==> config.mk <==
export PLATFORM = sky130hd
export DESIGN_NAME = binomial_row_generator
export DESIGN_NICKNAME = d
export VERILOG_FILES = /design/src/hdl/brg_pkg.sv /design/src/hdl/brg_ram.sv /design/src/hdl/brg_ctrl.sv /design/src/hdl/brg_dpath.sv /design/src/hdl/binomial_row_generator.sv
export VERILOG_INCLUDE_DIRS = /design/src /design/src/hdl
export SDC_FILE = /design/constraint.sdc
export NUM_CORES = 2
export LEC_CHECK = 0
export BUFFER_PORTS_ARGS = -buffer_cell sky130_fd_sc_hd__buf_2
export CAP_MARGIN = 10
export CORE_MARGIN = 4
export CORE_UTILIZATION = 35
export CTS_BUF_LIST = sky130_fd_sc_hd__clkbuf_16
export DETAILED_ROUTE_END_ITERATION = 6
export SLEW_MARGIN = 20
export SYNTH_ARGS = -nofsm -noshare
export SYNTH_HDL_FRONTEND = slang
export SYNTH_SLANG_ARGS = --single-unit
==> constraint.sdc <==
create_clock -name clk -period 16 [get_ports clk]
set_input_delay 3.2 -clock clk [delete_from_list [all_inputs] [get_ports clk]]
set_output_delay 3.2 -clock clk [all_outputs]
set_load 0.1 [all_outputs]
==> src/hdl/binomial_row_generator_assert.svh <==
// ---------------------------------------------------------------------------
// binomial_row_generator assertion macros
// shared property forms for the row generator's checks
// ---------------------------------------------------------------------------
`ifndef BINOMIAL_ROW_GENERATOR_ASSERT_SVH
`define BINOMIAL_ROW_GENERATOR_ASSERT_SVH

// same-cycle implication, checked out of reset
`define BRG_ASSERT_IMP(lbl, ante, cons, msg) \
  lbl: assert property (@(posedge clk) disable iff (rst) (ante) |-> (cons)) else $error(msg);

// next-cycle implication, checked out of reset
`define BRG_ASSERT_NXT(lbl, ante, cons, msg) \
  lbl: assert property (@(posedge clk) disable iff (rst) (ante) |=> (cons)) else $error(msg);

`endif

==> src/hdl/brg_pkg.sv <==
// ---------------------------------------------------------------------------
// brg_pkg
// widths and controller-to-datapath command type for the row generator
// ---------------------------------------------------------------------------
package brg_pkg;

  localparam int COEF_W      = 60;
  localparam int POS_W       = 6;
  localparam int ROW_DEPTH   = 64;
  localparam int IN_TDATA_W  = 8;
  localparam int OUT_TDATA_W = 72;

  typedef struct packed {
    logic             rd_en;
    logic [POS_W-1:0] rd_addr;
    logic             add;
    logic             first;
    logic             init;
    logic             load;
    logic [POS_W-1:0] pos;
    logic             last;
  } brg_cmd_t;

endpackage

==> src/hdl/brg_ram.sv <==
// ---------------------------------------------------------------------------
// brg_ram
// generic simple dual-port ram, one write and one registered read port
// ---------------------------------------------------------------------------
module brg_ram #(
  parameter int WIDTH = 60,
  parameter int DEPTH = 64
) (
  input  logic                     clk,
  input  logic                     we,
  input  logic [$clog2(DEPTH)-1:0] waddr,
  input  logic [WIDTH-1:0]         wdata,
  input  logic                     re,
  input  logic [$clog2(DEPTH)-1:0] raddr,
  output logic [WIDTH-1:0]         rdata
);

  logic [WIDTH-1:0] mem [DEPTH];

  always_ff @(posedge clk) begin
    if (we) begin
      mem[waddr] <= wdata;
    end
    if (re) begin
      rdata <= mem[raddr];
    end
  end

endmodule

==> src/hdl/brg_ctrl.sv <==
// ---------------------------------------------------------------------------
// brg_ctrl
// sequencer for row build-up and coefficient read-out
// ---------------------------------------------------------------------------
`include "binomial_row_generator_assert.svh"

module brg_ctrl import brg_pkg::*; #(
  parameter int MAX_ROW = 63
) (
  input  logic             clk,
  input  logic             rst,
  input  logic             in_valid,
  output logic             in_ready,
  input  logic [POS_W-1:0] in_row,
  input  logic             out_free,
  output brg_cmd_t         cmd
);

  typedef enum logic [2:0] {
    IDLE,
    INIT,
    ADD,
    DRAIN,
    EMIT_RD,
    EMIT_LD
  } state_t;

  state_t           state;
  logic [POS_W-1:0] n;
  logic [POS_W-1:0] r;
  logic [POS_W-1:0] k;
  logic [POS_W-1:0] n_sat;

  assign n_sat    = (int'(in_row) > MAX_ROW) ? POS_W'(MAX_ROW) : in_row;
  assign in_ready = (state == IDLE);

  always_ff @(posedge clk) begin
    if (rst) begin
      state <= IDLE;
      n     <= '0;
      r     <= '0;
      k     <= '0;
    end else begin
      unique case (state)
        IDLE: begin
          if (in_valid) begin
            n     <= n_sat;
            state <= INIT;
          end
        end
        INIT: begin
          r <= POS_W'(1);
          if (n == '0) begin
            k     <= '0;
            state <= EMIT_RD;
          end else begin
            k     <= POS_W'(1);
            state <= ADD;
          end
        end
        ADD: begin
          if (k == POS_W'(1)) begin
            state <= DRAIN;
          end else begin
            k <= k - POS_W'(1);
          end
        end
        DRAIN: begin
          if (r == n) begin
            k     <= '0;
            state <= EMIT_RD;
          end else begin
            r     <= r + POS_W'(1);
            k     <= r + POS_W'(1);
            state <= ADD;
          end
        end
        EMIT_RD: begin
          state <= EMIT_LD;
        end
        EMIT_LD: begin
          if (out_free) begin
            if (k == n) begin
              state <= IDLE;
            end else begin
              k     <= k + POS_W'(1);
              state <= EMIT_RD;
            end
          end
        end
        default: begin
          state <= IDLE;
        end
      endcase
    end
  end

  always_comb begin
    cmd         = '0;
    cmd.rd_en   = (state == ADD) || (state == EMIT_RD);
    cmd.rd_addr = (state == ADD) ? (k - POS_W'(1)) : k;
    cmd.add     = (state == ADD);
    cmd.first   = (state == ADD) && (k == r);
    cmd.init    = (state == INIT);
    cmd.load    = (state == EMIT_LD) && out_free;
    cmd.pos     = k;
    cmd.last    = (k == n);
  end

  `BRG_ASSERT_IMP(a_load_free, cmd.load, out_free, "coefficient loaded into a busy output")
  `BRG_ASSERT_IMP(a_add_in_row, cmd.add, cmd.rd_addr < r, "addition reads beyond current row")
  `BRG_ASSERT_NXT(a_accept_init, in_valid && in_ready, cmd.init, "accepted row not started")

endmodule

==> src/hdl/brg_dpath.sv <==
// ---------------------------------------------------------------------------
// brg_dpath
// working row ram, shared adder and output register
// ---------------------------------------------------------------------------
module brg_dpath import brg_pkg::*; (
  input  logic              clk,
  input  logic              rst,
  input  brg_cmd_t          cmd,
  output logic              out_free,
  output logic              out_valid,
  input  logic              out_ready,
  output logic [COEF_W-1:0] coef,
  output logic [POS_W-1:0]  pos,
  output logic              last
);

  logic              wr_pend;
  logic [POS_W-1:0]  wr_addr;
  logic [COEF_W-1:0] hold;
  logic [COEF_W-1:0] rdata;
  logic [COEF_W-1:0] sum;
  logic              ram_we;
  logic [POS_W-1:0]  ram_waddr;
  logic [COEF_W-1:0] ram_wdata;

  // new row[k] = old row[k] + old row[k-1], hold keeps old row[k]
  assign sum       = hold + rdata;
  assign ram_we    = cmd.init || wr_pend;
  assign ram_waddr = cmd.init ? '0 : wr_addr;
  assign ram_wdata = cmd.init ? COEF_W'(1) : sum;
  assign out_free  = !out_valid || out_ready;

  brg_ram #(
    .WIDTH (COEF_W),
    .DEPTH (ROW_DEPTH)
  ) u_row_ram (
    .clk   (clk),
    .we    (ram_we),
    .waddr (ram_waddr),
    .wdata (ram_wdata),
    .re    (cmd.rd_en),
    .raddr (cmd.rd_addr),
    .rdata (rdata)
  );

  always_ff @(posedge clk) begin
    if (rst) begin
      wr_pend   <= 1'b0;
      out_valid <= 1'b0;
    end else begin
      wr_pend <= cmd.add;
      if (cmd.load) begin
        out_valid <= 1'b1;
      end else if (out_ready) begin
        out_valid <= 1'b0;
      end
    end
  end

  always_ff @(posedge clk) begin
    wr_addr <= cmd.rd_addr + POS_W'(1);
    if (wr_pend) begin
      hold <= rdata;
    end else if (cmd.first) begin
      hold <= '0;
    end
    if (cmd.load) begin
      coef <= rdata;
      pos  <= cmd.pos;
      last <= cmd.last;
    end
  end

endmodule

==> src/hdl/binomial_row_generator.sv <==
// ---------------------------------------------------------------------------
// binomial_row_generator
// emits row n of pascal's triangle as n+1 exact unsigned coefficients
// ---------------------------------------------------------------------------
// A row number is taken when the block is idle and builds the row in a
// 64-entry working ram through one shared 60-bit adder, one addition per
// cycle, then reads the coefficients out in order with tlast on C(n,n).
// Only the row number's low six bits are used; values above MAX_ROW are
// treated as MAX_ROW. A row n occupies the block for its additions, a
// turnaround state per row, and a read and a load state per coefficient
// through the ram's registered read port. The ram needs no clearing
// pass; the next row number is accepted once the last transaction is loaded.
module binomial_row_generator import brg_pkg::*; #(
  parameter int MAX_ROW = 63
) (
  input  logic                   clk,
  input  logic                   rst,
  input  logic                   s_axis_tvalid,
  output logic                   s_axis_tready,
  input  logic [IN_TDATA_W-1:0]  s_axis_tdata,  // row_number
  output logic                   m_axis_tvalid,
  input  logic                   m_axis_tready,
  output logic [OUT_TDATA_W-1:0] m_axis_tdata,  // coefficient, position
  output logic                   m_axis_tlast
);

  brg_cmd_t          cmd;
  logic              out_free;
  logic [COEF_W-1:0] coef;
  logic [POS_W-1:0]  pos;

  brg_ctrl #(
    .MAX_ROW (MAX_ROW)
  ) u_ctrl (
    .clk      (clk),
    .rst      (rst),
    .in_valid (s_axis_tvalid),
    .in_ready (s_axis_tready),
    .in_row   (s_axis_tdata[POS_W-1:0]),
    .out_free (out_free),
    .cmd      (cmd)
  );

  brg_dpath u_dpath (
    .clk       (clk),
    .rst       (rst),
    .cmd       (cmd),
    .out_free  (out_free),
    .out_valid (m_axis_tvalid),
    .out_ready (m_axis_tready),
    .coef      (coef),
    .pos       (pos),
    .last      (m_axis_tlast)
  );

  assign m_axis_tdata = {(OUT_TDATA_W - COEF_W - POS_W)'(0), pos, coef};

endmodule

== Word level (Yosys, flattened, before mapping) ==
Memories as Yosys holds them, arrays and structs flattened. A register that Yosys moved wholly into a read port is not among the register bits.
Index checks and enable logic that the tools add are counted.
Word-level totals
  RAM bits: 3840
  bits in registers: 156
  memories: 1
Memory list
  u_dpath.u_row_ram.mem: depth 64, width 60, rd ports 1, clocked after Yosys merged registers in 1, wr ports 1, RTL line brg_ram.sv:18  | logic [WIDTH-1:0] mem [DEPTH];
Operators by class
  mux-type cells: 24
  add/sub/neg operators: 5
  reductions and logical operators: 16
  equal/unequal tests: 15
Operators with widths (number)
  $mux W60: 3
  $add A60 B60 Y60: 1
  $mux W6: 7
  $pmux W6 S4: 1
  $add A6 B1 Y6 const B: 3
  $eq A6 B6 Y1: 3
  $mux W3: 6
  $pmux W3 S6: 1
  $pmux W6 S2: 1
  $ne A2 B2 Y1 const B: 5
  $eq A3 B2 Y1 const B: 2
  $eq A3 B3 Y1 const B: 2
  $eq A6 B1 Y1 const B: 1
  $logic_not A6 Y1: 1
  $reduce_bool A2 Y1: 3
  $sub A6 B1 Y6 const B: 1
  $mux W1: 5
  $reduce_and A2 Y1: 2
  $reduce_and A4 Y1: 1
  $reduce_bool A4 Y1: 1
  $eq A3 B1 Y1 const B: 1
  $logic_not A3 Y1: 1
  $logic_or A1 B1 Y1: 3
  $reduce_and A3 Y1: 1
  3 further kinds: 4

== Longest topological paths before layout ==
  word-level depth: 4
  depth in mapped cells: 16

== Cells and area by module ==
A second synthesis with hierarchy kept.
Unflattened totals
  cell total of the unflattened synthesis: 7147
  area total of the unflattened synthesis: 157345.9 µm²
By module, submodules not included
  brg_ram: instances 1, cells an instance 6093, area each 147111.1 µm²
  brg_dpath: instances 1, cells an instance 835, area each 8509.4 µm²
  brg_ctrl: instances 1, cells an instance 212, area each 1676.6 µm²
  binomial_row_generator: instances 1, cells an instance 7, area each 48.8 µm²

== Least setup slack after synthesis ==
No wires, ideal clock.
  path kind: input to register
  from: input port m_axis_tready
  to: register u_dpath.coef[0] (enable)
  arrival time: 6.060 ns
  cell stages on the path: 2
  required time: 15.507 ns
  library setup time: 0.493 ns
  setup slack: 9.447 ns
  cells stage by stage: nor2b_1 nor2_1
RTL lines
  start: declaration: RTL line binomial_row_generator.sv:22  | input logic m_axis_tready,
  end signal: assignment: RTL line brg_dpath.sv:68  | coef <= rdata;
  end: declaration: RTL line brg_dpath.sv:12  | output logic [COEF_W-1:0] coef,

== Final worst setup path ==
  from: register u_ctrl.k[0]
  to: register u_dpath.u_row_ram.rdata[54] (read register of u_dpath.u_row_ram.mem), data pin
Between the ends
  cells in the longest elaborated chain, start to end: 2
Ends and longest elaborated chain
  start: declaration: RTL line brg_ctrl.sv:31  | logic [POS_W-1:0] k;
  start signal: assignment: RTL line brg_ctrl.sv:65  | k <= k - POS_W'(1);
  start signal: assignment: RTL line brg_ctrl.sv:74  | k <= r + POS_W'(1);
  start signal: assignment: RTL line brg_ctrl.sv:86  | k <= k + POS_W'(1);
  $sub A6 B1 Y6: RTL line brg_ctrl.sv:101  | cmd.rd_addr = (state == ADD) ? (k - POS_W'(1)) : k;
  $mux W6 *: RTL line brg_ctrl.sv:101
  end: declaration: RTL line brg_ram.sv:15  | output logic [WIDTH-1:0] rdata
Mark *: on every way between the ends. The rest lies on a longest branch, timed or not.
A chain may end at the register's enable or synchronous reset.

==> impl_metrics.py <==
metrics = {
    "floorplan": {
        "initial_utilization_pct": 35.1,
        "ios": 87,
        "die_w_um": 681,
        "core_area_mm2": 0.452,
        "rows": 247,
        "dieArea_mm2": 0.464,
        "die-height_um": 681,
    },
    "power_and_ir_drop": {
        "p_int_mw": 22.4,
        "swShare_pct": 31.9,
        "power.switching_mw": 10.5,
        "seq_power_share_pct": 43.0,
        "power.density_mw_per_mm2": 181,
        "p_clk_share_pct": 28.4,
        "leakage_nw": 57.8,
        "power_frac_comb_pct": 28.7,
        "total_power_mw": 32.9,
        "ir_drop_mv": 0.137,
    },
    "sta": {
        "hold_viol_final": 0,
        "fin_skew_ps": 67.7,
        "period_minus_slack_ps": 6630,
        "rsz0062_at_grt": "false",
        "clock.fmax_mhz": 151,
        "finalWorstSetupSlack_ps": 9370,
        "finalSetupTns_ps": 0,
        "slew_viol_final": 0,
        "tightest_slew_ps": 1170,
        "finalCritPeriodShare_pct": 41.5,
        "setup_viol": 0,
        "timing.slew.headroom_pct": 21.4,
    },
    "clocking": {
        "root_buffer": "clkbuf_16",
        "ctsResizeCount": 0,
        "cts_tree": "yes",
        "clk_latency_ps": 960,
        "clockBufferDepth": 4,
        "cts-htree-levels": 5,
        "cts_hold_buf": 0,
        "cts_num_sinks": 4056,
        "numCtsBuffers": 403,
        "clk_pin_slew_ps": 60,
        "postCtsSetupRepairBufs": 0,
    },
    "yosys": {
        "yosysUniqueCellTypes": 76,
        "post_synth_inst_count": 8171,
        "yosysSeqAreaShare_pct": 76.5,
        "syn-cell-area_mm2": 0.159,
        "synth-warning-count": 0,
        "async_reset_ff_share_pct": 0,
        "ys.flop_type": "edfxtp_1",
        "synth_edf_count": 4027,
        "syn_area_per_cell_um2": 19.4,
        "synth-seq-cells": 4056,
    },
    "worst_setup_path": {
        "criticalPathCategory": "flop to flop",
        "crit_required_ps": 16710,
        "crit_slowest_cell": "buf_4",
        "crit_family": "buffers and inverters",
        "crit_arrival_ps": 7340,
        "crit_top_cell": "buf_4",
        "crit_chain": "inv_1 -> ha_1 -> a21o_4 -> inv_8 -> buf_4 -> buf_4 -> buf_4 -> mux4_2 -> nand2_1 -> and3_1 -> a311oi_1 -> a311oi_1 -> a31oi_1 -> buf_4",
        "slowest_delay_ps": 780,
        "worstPathMaxFanout": 81,
        "crit_buf_inv": 6,
        "critPathCaptureType": "flop",
        "startpoint_type": "flop",
    },
    "drt": {
        "met1_length_um": 181000,
        "first_iter_violations": 11646,
        "wl_met2_um": 217000,
        "vias": 84752,
        "via_per_inst": 5.73,
        "top_layer": "met5",
        "route.detailed.drc": 0,
        "totalWireLength_um": 459000,
        "firstDrtPassIters": 6,
        "wl_met3_um": 45300,
        "antenna_left": 0,
        "wl_per_cell_um": 31.0,
    },
    "place": {
        "place_ws_ps": 9360,
        "postPlaceCellArea_mm2": 0.168,
        "io_buffers": 78,
        "hpwl_um": 245000,
        "gp_congestion": 0.860,
    },
    "cells_and_area": {
        "drive_above_1_share_pct": 23.2,
        "fin_area_mm2": 0.181,
        "final_cell_mix": "4027 x edfxtp_1, 1094 x nand2_1, 921 x mux4_2",
        "post-route-util_pct": 40.1,
        "area_delta_synth_final_pct": 14.3,
        "fin_nets": 8561,
        "layout_commonest_cell": "edfxtp_1",
    },
    "global_route": {
        "grt_overflow": 0,
        "antenna_found_initial": 22,
        "grt_pass1_vias": 83178,
        "grt_max_degree": 109,
        "grt_pass1_wl_um": 641000,
        "grt_use_total_pct": 19.3,
    },
    "job": {
        "drv_cap": 0,
    },
    "run_status": {
        "status": "finished, final reports clean",
    },
    "min_path": {
        "hold_path_class": "flop to flop",
    },
}
-- worst register-to-register path, stage by stage (launching register included) --
cell and delay [ps]:
dfxtp_1 700, inv_1 220, ha_1 390, a21o_4 350, inv_8 590, buf_4 930
buf_4 770, buf_4 740, mux4_2 490, nand2_1 100, and3_1 160, a311oi_1 50
a311oi_1 610, a31oi_1 90, buf_4 190
-- registers in the layout (all words and copies together) (netlist names), 60 cells and up --
name / flops
u_dpath.u_row_ram.mem: 3840
u_dpath.coef: 60
u_dpath.hold: 60
u_dpath.u_row_ram.rdata: 60
-- area by class of cell --
cell class | instances | area (um2)
antenna | 6 | 15.0
clock buffer | 407 | 10200
clock inverter | 320 | 2810
fill | 39790 | 271000
inverter | 21 | 88.8
multi-input combinational | 3621 | 36100
sequential | 4056 | 122000
tap | 5976 | 7480
timing repair buffer | 380 | 3310
-- cell usage after synthesis (19+ instances only) --
cell type / n / area [um2]
clkbuf_1: 185 / 694
dfxtp_1: 29 / 581
nor3_1: 27 / 135
and3_1: 83 / 519
a311oi_1: 106 / 928
edfxtp_1: 4027 / 121000
mux4_2: 921 / 20700
nand4_1: 42 / 263
buf_2: 182 / 911
buf_4: 31 / 233
nor2_1: 181 / 679
inv_1: 19 / 71.3
and2_1: 74 / 463
o21ai_0: 42 / 210
nand2_1: 1094 / 4110
nand3_1: 474 / 2370
ha_1: 65 / 813
a21oi_1: 99 / 495
mux2i_1: 31 / 310
a21o_1: 41 / 308
buf_1: 78 / 293
a31oi_1: 61 / 382
xnor2_1: 40 / 350
xor2_1: 41 / 359
-- metal layers --
layer	track usage (%)	up-vias
li1	-	33727
met1	26.7	45601
met2	31.0	4586
met3	3.79	836
met4	5.88	2
met5	0	-
-- worst paths after layout --
| check | from | end | slack (ps) | depth (start not counted) |
|---|---|---|---|---|
| worst max-delay path | u_ctrl.k[0] | u_dpath.u_row_ram.rdata[54] | 9370 | 14 |
| worst min-delay path | u_dpath.u_row_ram.rdata[29] | u_dpath.coef[29] | 510 | 0 |
| worst max register to register | u_ctrl.k[0] | u_dpath.u_row_ram.rdata[54] | 9370 | 14 |
| worst min register to register | u_dpath.u_row_ram.rdata[29] | u_dpath.coef[29] | 510 | 0 |
-- cells by family (layout without fill, tap and decap cells) --
group,after synthesis,in the layout,share of synthesized area [%]
xor+xnor,82,82,0.457
fa+ha+maj,66,66,0.525
buf+inv,499,1128,1.41
simple gates,2038,2038,5.66
mux,952,952,13.3
compound gates,477,477,2.14
other cells,1,12,0.00236
flops,4056,4056,76.5
-- stage by stage --
stage          hold slack [ps]  instances
3_5_place_dp               488      14040
5_1_grt                    526      14783
6_report                   509      14787
4_1_cts                    508      14767
3_3_place_gp               476      14024
2_1_floorplan              406       8176
-- power by group through the flow --
stage	Combinational [mW]	Clock (mW)	Sequential (mW)
4_1_cts	9.33	9.46	14.1
3_3_place_gp	8.98	0	14.4
2_1_floorplan	5.82	0	14.4
3_5_place_dp	9.31	0	14.4
5_1_grt	10.1	9.93	14.1
6_report	9.43	9.32	14.1
(Power assumes the default switching activity.)
